**config.mk**
```make
export PLATFORM = sky130hd
export DESIGN_NAME = ground_roll_phase_counter_unit
export DESIGN_NICKNAME = d
export VERILOG_FILES = /design/src/hdl/grpc_pkg.sv /design/src/hdl/grpc_cfg.sv /design/src/hdl/grpc_engine.sv /design/src/hdl/ground_roll_phase_counter_unit.sv
export VERILOG_INCLUDE_DIRS = /design/src /design/src/hdl
export SDC_FILE = /design/constraint.sdc
export NUM_CORES = 1
export LEC_CHECK = 0
export BUFFER_PORTS_ARGS = -buffer_cell sky130_fd_sc_hd__buf_2
export CAP_MARGIN = 10
export CORE_MARGIN = 10
export CORE_UTILIZATION = 25
export CTS_CLUSTER_DIAMETER = 150
export DETAILED_ROUTE_END_ITERATION = 10
export GPL_ROUTABILITY_DRIVEN = 0
export GPL_TIMING_DRIVEN = 0
export PLACE_DENSITY_LB_ADDON = 0.25
export REMOVE_ABC_BUFFERS = 1
export SYNTH_ARGS = -nofsm -noshare
export SYNTH_HDL_FRONTEND = slang
export SYNTH_SLANG_ARGS = --single-unit
```
**constraint.sdc**
```tcl
create_clock -name clock -period 16 [get_ports clock]
set_input_delay 3.2 -clock clock [delete_from_list [all_inputs] [get_ports clock]]
set_output_delay 3.2 -clock clock [all_outputs]
set_load 0.1 [all_outputs]
```
**src/hdl/ground_roll_phase_counter_unit_defines.svh**
```systemverilog
// ----------------------------------------------------------------------------
// Ground roll phase counter assertion macros
// Shared property forms for the concurrent checks of the unit.
// ----------------------------------------------------------------------------
`ifndef GROUND_ROLL_PHASE_COUNTER_UNIT_DEFINES_SVH
`define GROUND_ROLL_PHASE_COUNTER_UNIT_DEFINES_SVH

// Check cons in the same cycle as ante.
`define GRPC_ASSERT_SAME(lbl, clk, rst, ante, cons, msg) \
   lbl: assert property (@(posedge clk) disable iff (rst) (ante) |-> (cons)) \
      else $error(msg);

// Check cons in the cycle after ante.
`define GRPC_ASSERT_NEXT(lbl, clk, rst, ante, cons, msg) \
   lbl: assert property (@(posedge clk) disable iff (rst) (ante) |=> (cons)) \
      else $error(msg);

`endif

```
**src/hdl/grpc_pkg.sv**
```systemverilog
// ----------------------------------------------------------------------------
// Ground roll phase counter package
// Phase and request codes, register indexes and the beat structures.
// ----------------------------------------------------------------------------
package grpc_pkg;

   localparam int LOAD_W  = 10;
   localparam int CNT_W   = 16;
   localparam int CSR_IDX_W = 2;
   localparam int CSR_DATA_W = 16;
   localparam logic [CNT_W-1:0] HOLD_TICKS_RESET = 16'd500;

   typedef enum logic [2:0] {
      PH_GROUND     = 3'd0,
      PH_ROLL       = 3'd1,
      PH_LIFT_PEND  = 3'd2,
      PH_AIRBORNE   = 3'd3,
      PH_TOUCH_PEND = 3'd4,
      PH_LANDED     = 3'd5,
      PH_DONE       = 3'd6
   } phase_type;

   typedef enum logic [1:0] {
      REQ_SAMPLE      = 2'd0,
      REQ_TICK        = 2'd1,
      REQ_PULSE_LEFT  = 2'd2,
      REQ_PULSE_RIGHT = 2'd3
   } req_kind_type;

   typedef enum logic [CSR_IDX_W-1:0] {
      CSR_LIMIT_LEFT  = 2'd0,
      CSR_LIMIT_RIGHT = 2'd1,
      CSR_HOLD_TICKS  = 2'd2
   } csr_index_type;

   typedef struct packed {
      req_kind_type      kind;
      logic [LOAD_W-1:0] left_load;
      logic [LOAD_W-1:0] right_load;
   } step_item_type;

   typedef struct packed {
      logic [LOAD_W-1:0] limit_left;
      logic [LOAD_W-1:0] limit_right;
      logic [CNT_W-1:0]  hold_ticks;
   } cfg_type;

   typedef struct packed {
      logic [CNT_W-1:0] landing_pulses;
      logic [CNT_W-1:0] takeoff_pulses;
      logic [2:0]       phase;
   } result_type;

endpackage

```
**src/hdl/grpc_cfg.sv**
```systemverilog
// ----------------------------------------------------------------------------
// Ground roll phase counter configuration registers
// Holds the two load limits and the confirmation hold count.
// ----------------------------------------------------------------------------
module grpc_cfg
   import grpc_pkg::*;
(
   input  logic                  clock,
   input  logic                  reset,
   input  logic                  csr_we,
   input  logic [CSR_IDX_W-1:0]  csr_index,
   input  logic [CSR_DATA_W-1:0] csr_wdata,
   output cfg_type               cfg
);

   cfg_type cfg_ff;
   cfg_type cfg_in;

   always_comb begin
      cfg_in = cfg_ff;
      if (csr_we) begin
         unique case (csr_index)
            CSR_LIMIT_LEFT:  cfg_in.limit_left  = csr_wdata[LOAD_W-1:0];
            CSR_LIMIT_RIGHT: cfg_in.limit_right = csr_wdata[LOAD_W-1:0];
            CSR_HOLD_TICKS:  cfg_in.hold_ticks  = csr_wdata[CNT_W-1:0];
            default: ;
         endcase
      end
   end

   always_ff @(posedge clock) begin
      if (reset) begin
         cfg_ff.limit_left  <= '0;
         cfg_ff.limit_right <= '0;
         cfg_ff.hold_ticks  <= HOLD_TICKS_RESET;
      end else begin
         cfg_ff <= cfg_in;
      end
   end

   assign cfg = cfg_ff;

endmodule

```
**src/hdl/grpc_engine.sv**
```systemverilog
// ----------------------------------------------------------------------------
// Ground roll phase counter engine
// Phase state, hold timer and pulse counters, updated once per beat.
// ----------------------------------------------------------------------------
`include "ground_roll_phase_counter_unit_defines.svh"

module grpc_engine
   import grpc_pkg::*;
(
   input  logic          clock,
   input  logic          reset,
   input  logic          step_en,
   input  step_item_type item,
   input  cfg_type       cfg,
   output result_type    result
);

   phase_type        phase_ff, phase_in;
   logic [CNT_W-1:0] hold_timer_ff, hold_timer_in;
   logic             timer_running_ff, timer_running_in;
   logic [CNT_W-1:0] takeoff_left_ff, takeoff_left_in;
   logic [CNT_W-1:0] takeoff_right_ff, takeoff_right_in;
   logic [CNT_W-1:0] pending_left_ff, pending_left_in;
   logic [CNT_W-1:0] pending_right_ff, pending_right_in;
   logic [CNT_W-1:0] landing_left_ff, landing_left_in;
   logic [CNT_W-1:0] landing_right_ff, landing_right_in;

   logic lifted;
   logic touching;
   logic any_high;
   logic left_high;
   logic right_high;

   function automatic logic [CNT_W-1:0] sat_add(input logic [CNT_W-1:0] a,
                                                input logic [CNT_W-1:0] b);
      logic [CNT_W:0] s;
      s = {1'b0, a} + {1'b0, b};
      return s[CNT_W] ? {CNT_W{1'b1}} : s[CNT_W-1:0];
   endfunction

   function automatic logic [CNT_W-1:0] larger(input logic [CNT_W-1:0] a,
                                               input logic [CNT_W-1:0] b);
      return (a > b) ? a : b;
   endfunction

   assign left_high  = item.left_load > cfg.limit_left;
   assign right_high = item.right_load > cfg.limit_right;
   assign lifted     = left_high && right_high;
   assign any_high   = left_high || right_high;
   assign touching   = (item.left_load < cfg.limit_left) ||
                       (item.right_load < cfg.limit_right);

   // next state
   always_comb begin
      phase_in         = phase_ff;
      hold_timer_in    = hold_timer_ff;
      timer_running_in = timer_running_ff;
      takeoff_left_in  = takeoff_left_ff;
      takeoff_right_in = takeoff_right_ff;
      pending_left_in  = pending_left_ff;
      pending_right_in = pending_right_ff;
      landing_left_in  = landing_left_ff;
      landing_right_in = landing_right_ff;
      unique case (item.kind)
         REQ_SAMPLE: begin
            if (phase_in == PH_GROUND) begin
               phase_in = PH_ROLL;
            end
            if (lifted && phase_in == PH_ROLL) begin
               phase_in         = PH_LIFT_PEND;
               hold_timer_in    = '0;
               timer_running_in = 1'b1;
            end
            if (touching && phase_in == PH_LIFT_PEND) begin
               timer_running_in = 1'b0;
               phase_in         = PH_ROLL;
               takeoff_left_in  = sat_add(takeoff_left_in, pending_left_in);
               takeoff_right_in = sat_add(takeoff_right_in, pending_right_in);
               pending_left_in  = '0;
               pending_right_in = '0;
            end
            if (touching && phase_in == PH_AIRBORNE) begin
               phase_in         = PH_TOUCH_PEND;
               hold_timer_in    = '0;
               timer_running_in = 1'b1;
            end
            if (any_high && phase_in == PH_TOUCH_PEND) begin
               timer_running_in = 1'b0;
               phase_in         = PH_AIRBORNE;
               pending_left_in  = '0;
               pending_right_in = '0;
            end
            if (touching && phase_in == PH_LANDED) begin
               phase_in         = PH_DONE;
               landing_left_in  = sat_add(landing_left_in, pending_left_in);
               landing_right_in = sat_add(landing_right_in, pending_right_in);
            end
         end
         REQ_TICK: begin
            if (timer_running_ff) begin
               hold_timer_in = hold_timer_ff + {{(CNT_W-1){1'b0}}, 1'b1};
               if (hold_timer_in >= cfg.hold_ticks) begin
                  timer_running_in = 1'b0;
                  if (phase_ff == PH_LIFT_PEND) begin
                     phase_in         = PH_AIRBORNE;
                     pending_left_in  = '0;
                     pending_right_in = '0;
                  end else if (phase_ff == PH_TOUCH_PEND) begin
                     phase_in         = PH_LANDED;
                     pending_left_in  = '0;
                     pending_right_in = '0;
                  end
               end
            end
         end
         REQ_PULSE_LEFT, REQ_PULSE_RIGHT: begin
            case (phase_ff)
               PH_ROLL: begin
                  if (item.kind == REQ_PULSE_RIGHT) begin
                     takeoff_right_in = sat_add(takeoff_right_ff, 16'd1);
                  end else begin
                     takeoff_left_in = sat_add(takeoff_left_ff, 16'd1);
                  end
               end
               PH_LIFT_PEND, PH_TOUCH_PEND: begin
                  if (item.kind == REQ_PULSE_RIGHT) begin
                     pending_right_in = sat_add(pending_right_ff, 16'd1);
                  end else begin
                     pending_left_in = sat_add(pending_left_ff, 16'd1);
                  end
               end
               PH_LANDED, PH_DONE: begin
                  if (item.kind == REQ_PULSE_RIGHT) begin
                     landing_right_in = sat_add(landing_right_ff, 16'd1);
                  end else begin
                     landing_left_in = sat_add(landing_left_ff, 16'd1);
                  end
               end
               default: ;
            endcase
         end
         default: ;
      endcase
   end

   // result of this beat
   always_comb begin
      result.phase          = phase_in;
      result.takeoff_pulses = larger(takeoff_left_in, takeoff_right_in);
      result.landing_pulses = larger(landing_left_in, landing_right_in);
   end

   always_ff @(posedge clock) begin
      if (reset) begin
         phase_ff         <= PH_GROUND;
         hold_timer_ff    <= '0;
         timer_running_ff <= 1'b0;
         takeoff_left_ff  <= '0;
         takeoff_right_ff <= '0;
         pending_left_ff  <= '0;
         pending_right_ff <= '0;
         landing_left_ff  <= '0;
         landing_right_ff <= '0;
      end else if (step_en) begin
         phase_ff         <= phase_in;
         hold_timer_ff    <= hold_timer_in;
         timer_running_ff <= timer_running_in;
         takeoff_left_ff  <= takeoff_left_in;
         takeoff_right_ff <= takeoff_right_in;
         pending_left_ff  <= pending_left_in;
         pending_right_ff <= pending_right_in;
         landing_left_ff  <= landing_left_in;
         landing_right_ff <= landing_right_in;
      end
   end

   `GRPC_ASSERT_SAME(a_timer_in_pending, clock, reset, timer_running_ff, (phase_ff == PH_LIFT_PEND) || (phase_ff == PH_TOUCH_PEND), "hold timer runs outside a pending phase")
   `GRPC_ASSERT_SAME(a_pending_clear, clock, reset, (phase_ff == PH_GROUND) || (phase_ff == PH_ROLL) || (phase_ff == PH_AIRBORNE), (pending_left_ff == '0) && (pending_right_ff == '0), "pending counts held outside pending phases")
   `GRPC_ASSERT_SAME(a_counts_monotonic, clock, reset, !$past(reset), (takeoff_left_ff >= $past(takeoff_left_ff)) && (landing_right_ff >= $past(landing_right_ff)), "roll counter decreased")
   `GRPC_ASSERT_NEXT(a_idle_tick, clock, reset, step_en && (item.kind == REQ_TICK) && !timer_running_ff, phase_ff == $past(phase_ff), "tick with stopped timer moved the phase")

endmodule

```
**src/hdl/ground_roll_phase_counter_unit.sv**
```systemverilog
// ----------------------------------------------------------------------------
// Ground roll phase counter unit
// Flight phase tracking and takeoff / landing roll wheel pulse counting.
//
//   Channel  Dir  Handshake              Payload
//   req      in   req_tvalid/req_tready  tdata: left_load, right_load; tuser: req_type
//   rsp      out  rsp_tvalid/rsp_tready  tdata: phase, takeoff_pulses, landing_pulses
//   csr      in   csr_we (no wait)       csr_index, csr_wdata
//
// One beat per cycle sustained while rsp_tready is high; a result passes the input and result registers.
// The input register feeds the phase engine, whose update lands in the
// state and the result register in the same cycle.
// Reset is synchronous: state, valids and config return to reset values; data registers are not reset.
// A stalled rsp holds its result; the input register still takes one beat.
// ----------------------------------------------------------------------------
module ground_roll_phase_counter_unit
   import grpc_pkg::*;
(
   input  logic                  clock,
   input  logic                  reset,
   input  logic                  req_tvalid,
   output logic                  req_tready,
   input  logic [23:0]           req_tdata,   // left_load[9:0], right_load[19:10], zero pad
   input  logic [1:0]            req_tuser,   // req_type[1:0]
   output logic                  rsp_tvalid,
   input  logic                  rsp_tready,
   output logic [39:0]           rsp_tdata,   // phase[2:0], takeoff_pulses[18:3],
                                              // landing_pulses[34:19], zero pad
   input  logic                  csr_we,
   input  logic [CSR_IDX_W-1:0]  csr_index,
   input  logic [CSR_DATA_W-1:0] csr_wdata
);

   logic          in_valid_ff, in_valid_in;
   step_item_type in_item_ff;
   logic          rsp_valid_ff, rsp_valid_in;
   result_type    rsp_data_ff;
   result_type    step_result;
   cfg_type       cfg;
   logic          advance;
   logic          req_beat;

   assign advance    = in_valid_ff && (!rsp_valid_ff || rsp_tready);
   assign req_tready = !in_valid_ff || advance;
   assign req_beat   = req_tvalid && req_tready;

   always_comb begin
      in_valid_in = in_valid_ff;
      if (req_beat) begin
         in_valid_in = 1'b1;
      end else if (advance) begin
         in_valid_in = 1'b0;
      end
      rsp_valid_in = advance || (rsp_valid_ff && !rsp_tready);
   end

   always_ff @(posedge clock) begin
      if (reset) begin
         in_valid_ff  <= 1'b0;
         rsp_valid_ff <= 1'b0;
      end else begin
         in_valid_ff  <= in_valid_in;
         rsp_valid_ff <= rsp_valid_in;
      end
   end

   always_ff @(posedge clock) begin
      if (req_beat) begin
         in_item_ff.kind       <= req_kind_type'(req_tuser);
         in_item_ff.left_load  <= req_tdata[9:0];
         in_item_ff.right_load <= req_tdata[19:10];
      end
      if (advance) begin
         rsp_data_ff <= step_result;
      end
   end

   grpc_cfg u_cfg (
      .clock     (clock),
      .reset     (reset),
      .csr_we    (csr_we),
      .csr_index (csr_index),
      .csr_wdata (csr_wdata),
      .cfg       (cfg)
   );

   grpc_engine u_engine (
      .clock   (clock),
      .reset   (reset),
      .step_en (advance),
      .item    (in_item_ff),
      .cfg     (cfg),
      .result  (step_result)
   );

   assign rsp_tvalid = rsp_valid_ff;
   assign rsp_tdata  = {5'b0, rsp_data_ff.landing_pulses, rsp_data_ff.takeoff_pulses,
                        rsp_data_ff.phase};

endmodule
```
# Word level (Yosys, flattened, before mapping)
# Index checks and enable logic that the tools add are counted.
# totals
out_inout_bits	42
wordCells	166
ff_bits	211
input_bits	49
# classes
n_mux	73
n_eq_ne	23
n_lt_le_gt_ge	7
reduce_logical	32
add_sub_neg	11
# op_table
operator	n
two-way mux 16 bit	41
case mux 16 bit (2 select lines)	5
adder 16 x 1 -> 17 bit, second input constant	6
case mux 16 bit (3 select lines)	2
adder 16 x 16 -> 17 bit	4
two-way mux 3 bit	15
greater-than comparator 16 bit	2
greater-than comparator 10 bit	2
less-than comparator 10 bit	2
adder 16 x 1 -> 16 bit, second input constant	1
>= comparator 16 bit	1
equality test 3 bit, second input constant	5
AND reduction 6 bit	2
equality test 3 x 2 -> 1 bit, second input constant	3
logical AND 1 bit	9
two-way mux 1 bit	8
equality test 2 bit, second input constant	3
equality test 3 x 1 -> 1 bit, second input constant	2
!= test 2 x 1 -> 1 bit, second input constant	3
!= test 3 x 1 -> 1 bit, second input constant	2
case mux 3 bit (2 select lines)	1
AND reduction 2 bit	3
OR reduction 2 bit	3
logical OR 1 bit	5
10 further kinds	16

# Logic depth before layout (Yosys ltp)
# depth
depth_word	25
mapped_depth	31
mapped_depth_nobuf	28

# Modules after synthesis
# From an unflattened synthesis, not the netlist that was laid out.
# hier_totals
hier_cells	2110
hier_area_um2	16701.0
# modules_own_cells
module	n_inst	seq_area_each_um2	cells_each	area_per_inst_um2
grpc_engine	1	2322.2	1891	13312.8
ground_roll_phase_counter_unit	1	1751.7	73	1856.8
grpc_cfg	1	720.7	146	1531.5

# Least setup slack after synthesis
# Ideal clock, no wire load.
# synth_path
path_kind	input port to output port
from	in rsp_tready
to	out req_tready
required_ns	12.800
setup_slack_ns	8.841
arrival_ns	3.959
path_stages	2
path_buffers	0
path_cell_list	nor2b_1 -> nand2_1
# synth_between
elab_chain_cells	3
# synth_lines
element	line_no	source
start, declared	ground_roll_phase_counter_unit.sv:26	input logic rsp_tready,
logical OR 1 bit	ground_roll_phase_counter_unit.sv:43	assign advance = in_valid_ff && (!rsp_valid_ff || rsp_tready);
logical AND 1 bit	ground_roll_phase_counter_unit.sv:43	
logical OR 1 bit	ground_roll_phase_counter_unit.sv:44	assign req_tready = !in_valid_ff || advance;
end, declared	ground_roll_phase_counter_unit.sv:22	output logic req_tready,
# No other way between the ends.

==> results.toml <==
[placement]
portBuffers = 81
hpwl_um = 44100
placed_cell_area_um2 = 18300

[die]
start_util_pct = 25.2
fp.dieArea_um2 = 78400
core_um2 = 67200
io_pins = 91
fp.dieW_um = 280
die_h_um = 280
row_count = 95

[finish]
areaGrowthSynthToFinish_pct = 14.1
nets = 2335
final_cell_area_um2 = 19300
final_common_cell = "a21oi_1"
layout-drive-gt1-share_pct = 9.60
diodes = 0
final_cell_mix = "a21oi_1 (176), nand2_1 (167), nor2_1 (164)"

[yosys]
ys_warn_count = 0
netlist_instances = 2119
synth_edf_count = 57
synth_seq_cells = 211
syn_area_per_cell_um2 = 7.98
async_flop_share_pct = 0
synthDistinctLibCells = 101
ys_seq_area_share_pct = 28.4
syn_area_um2 = 16900
synthFlopType = "dfxtp_1"

[critical_path]
crit_required_ps = 16350
arrival_ps = 9510
max_stage_delay_ps = 800
r2r_cells = 29
crit_type = "flip-flop to flip-flop"
rr_startpoint = "in_item_ff[17]"
cp_top_family = "compound AO/OA/AOI/OAI gates"
critPathLaunchType = "flip-flop"
critical_path_buf_inv_count = 3
r2r_slack_ps = 6840
crit_path_top_delay_cell = "o31ai_1"
r2r_end = "rsp_tdata[30]"
cp-end-kind = "flip-flop"
crit_fanout = 26

[cts]
root_buffer = "clkbuf_16"
clkTransAtPathRegs_ps = 60
cts_setup_buffers = 0
ctsHtreeMaxLevel = 1
cts.path.max_buffers = 3
cts_hold_buf = 0
post_cts_resized = 0
cts.sinks = 211
cts_tree = "built"
cts_buffers = 29
clk_latency_ps = 580

[global_route]
grt.total_usage_pct = 14.6
grt_max_degree = 68
grt_pass1_wl_um = 92500
grt_pass1_vias = 15877
antenna_found_initial = 0
grt-ovfl-total = 0

[flow_run]
max-cap-violations = 0

[min_path]
min_to = "u_cfg.cfg[3]"
holdCritStartpoint = "u_cfg.cfg[3]"
holdPathStages = 2
hold_class = "flip-flop to flip-flop"

[drt]
drtIter0Drc = 1495
vias = 16567
viasPerCell = 5.45
routed_wirelength_um = 59800
wl_per_cell_um = 19.7
dr.pass1.iters = 5
antenna_left = 0
drc_errors = 0

[timing]
whs_ps = 455
rsz0062_at_grt = "no"
skew_ps = 17.2
worstMarginPinSlew_ps = 1330
hold_viol = 0
setup_viol = 0
slew_headroom_pct = 11.2
drv_slew = 0
fin_crit_ps = 9160
maxClockFrequency_mhz = 109
post-route-period-util_pct = 57.3
setup_tns_ps = 0

[pwr]
p_per_area_nw_per_um2 = 80.9
power_frac_seq_pct = 38.2
p_sw_share_pct = 31.0
p_int_uw = 1080
p_sw_uw = 484
combinationalPowerShare_pct = 17.9
peakVddDrop_mv = 0.0770
p_leak_uw = 0.00763
clockPowerShare_pct = 43.8

[status]
status = "finished clean"
==> state kept, by name, summed over array words and instances, names as in the netlist <==
| register | count |
|---|---|
| u_cfg.cfg | 36 |
| u_engine.landing_right_ff | 16 |
| rsp_tvalid | 1 |
| in_valid_ff | 1 |
| u_engine.pending_right_ff | 16 |
| u_engine.pending_left_ff | 16 |
| u_engine.phase_ff | 3 |
| u_engine.landing_left_ff | 16 |
| u_engine.takeoff_right_ff | 16 |
| in_item_ff | 22 |
| u_engine.timer_running_ff | 1 |
| u_engine.hold_timer_ff | 16 |
| rsp_tdata | 35 |
| u_engine.takeoff_left_ff | 16 |
==> worst min-delay path: stages, from the launching register on <==
cell and delay, ps:
dfxtp_1 300, nand2_1 50, a21oi_1 50
==> how the worst max path moves through the flow <==
stage,startpoint,endpoint,slack (ps),cells after the start
6_report,in_item_ff[17],rsp_tdata[30],6840,29
5_1_grt,in_item_ff[19],rsp_tdata[32],6260,28
4_1_cts,in_item_ff[17],rsp_tdata[32],6830,28
3_5_place_dp,in_item_ff[17],rsp_tdata[32],6900,28
3_3_place_gp,in_item_ff[21],rsp_tdata[32],5130,11
2_1_floorplan,in_item_ff[9],rsp_tdata[32],8420,25
==> final cells by class <==
class	instances	area, um^2
clock buffers	37	766
flip-flops and latches	211	4790
well taps	873	1090
multi-input cells	1700	11300
clock inverters	17	215
fillers	7091	47900
repair buffers	96	708
inverters	105	398
==> power by group through the flow <==
stage	logic, uW	registers (uW)	clock network, uW
6_report	280	597	684
5_1_grt	303	600	721
4_1_cts	278	598	703
3_5_place_dp	277	609	0
3_3_place_gp	264	611	0
2_1_floorplan	144	648	0
==> cells by family (layout without fill, tap and decap cells) <==
group | after synthesis | after routing | synth area share (%)
and+or+nand+nor | 705 | 705 | 20.9
adders and majority gates | 143 | 143 | 10.8
other | 1 | 5 | 0.0222
xor gates and xnor gates | 65 | 65 | 3.41
muxes | 45 | 45 | 2.72
AOI/OAI and AO/OA | 737 | 737 | 28.9
buffers and inverters | 212 | 255 | 4.99
DFF | 211 | 211 | 28.4
==> through the flow <==
step	util, %	power (uW)	instances	setup slack (ps)
4_1_cts	28.7	1580	3038	6830
3_3_place_gp	26.8	875	2970	5130
2_1_floorplan	-	792	2016	8420
5_1_grt	28.7	1620	3039	6260
3_5_place_dp	27.2	886	2984	6900
6_report	28.7	1560	3039	6840
==> per-layer routing <==
layer / GRT usage, % / part of all wire [%] / vias to the layer above
met3: 1.65 / 5.2 / 91
met2: 25.1 / 47 / 506
met4: 4.31 / 2.6 / 0
li1: - / - / 8008
met1: 19.0 / 45 / 7962
met5: 0 / 0 / -
==> cells in the mapped netlist (all sizes together), types with 25 or more instances <==
cell type | count | share of area (%)
clkbuf | 81 | 1.8
dfxtp | 154 | 18
nor2 | 166 | 3.7
nand3 | 73 | 2.2
o21ai | 173 | 5.2
a31oi | 33 | 1.3
nand4 | 40 | 1.5
inv | 103 | 2.3
xnor2 | 35 | 1.8
mux2i | 38 | 2.2
and2 | 47 | 1.7
a211oi | 62 | 2.9
edfxtp | 57 | 10
xor2 | 30 | 1.6
o21a | 41 | 1.8
ha | 139 | 10
a21oi | 180 | 5.4
o31ai | 25 | 1.2
nand2 | 169 | 3.8
and3 | 51 | 1.9
nor3 | 64 | 2.0
buf | 26 | 0.86
a21o | 41 | 1.8
Note: power is estimated with default switching activity, not from simulation.
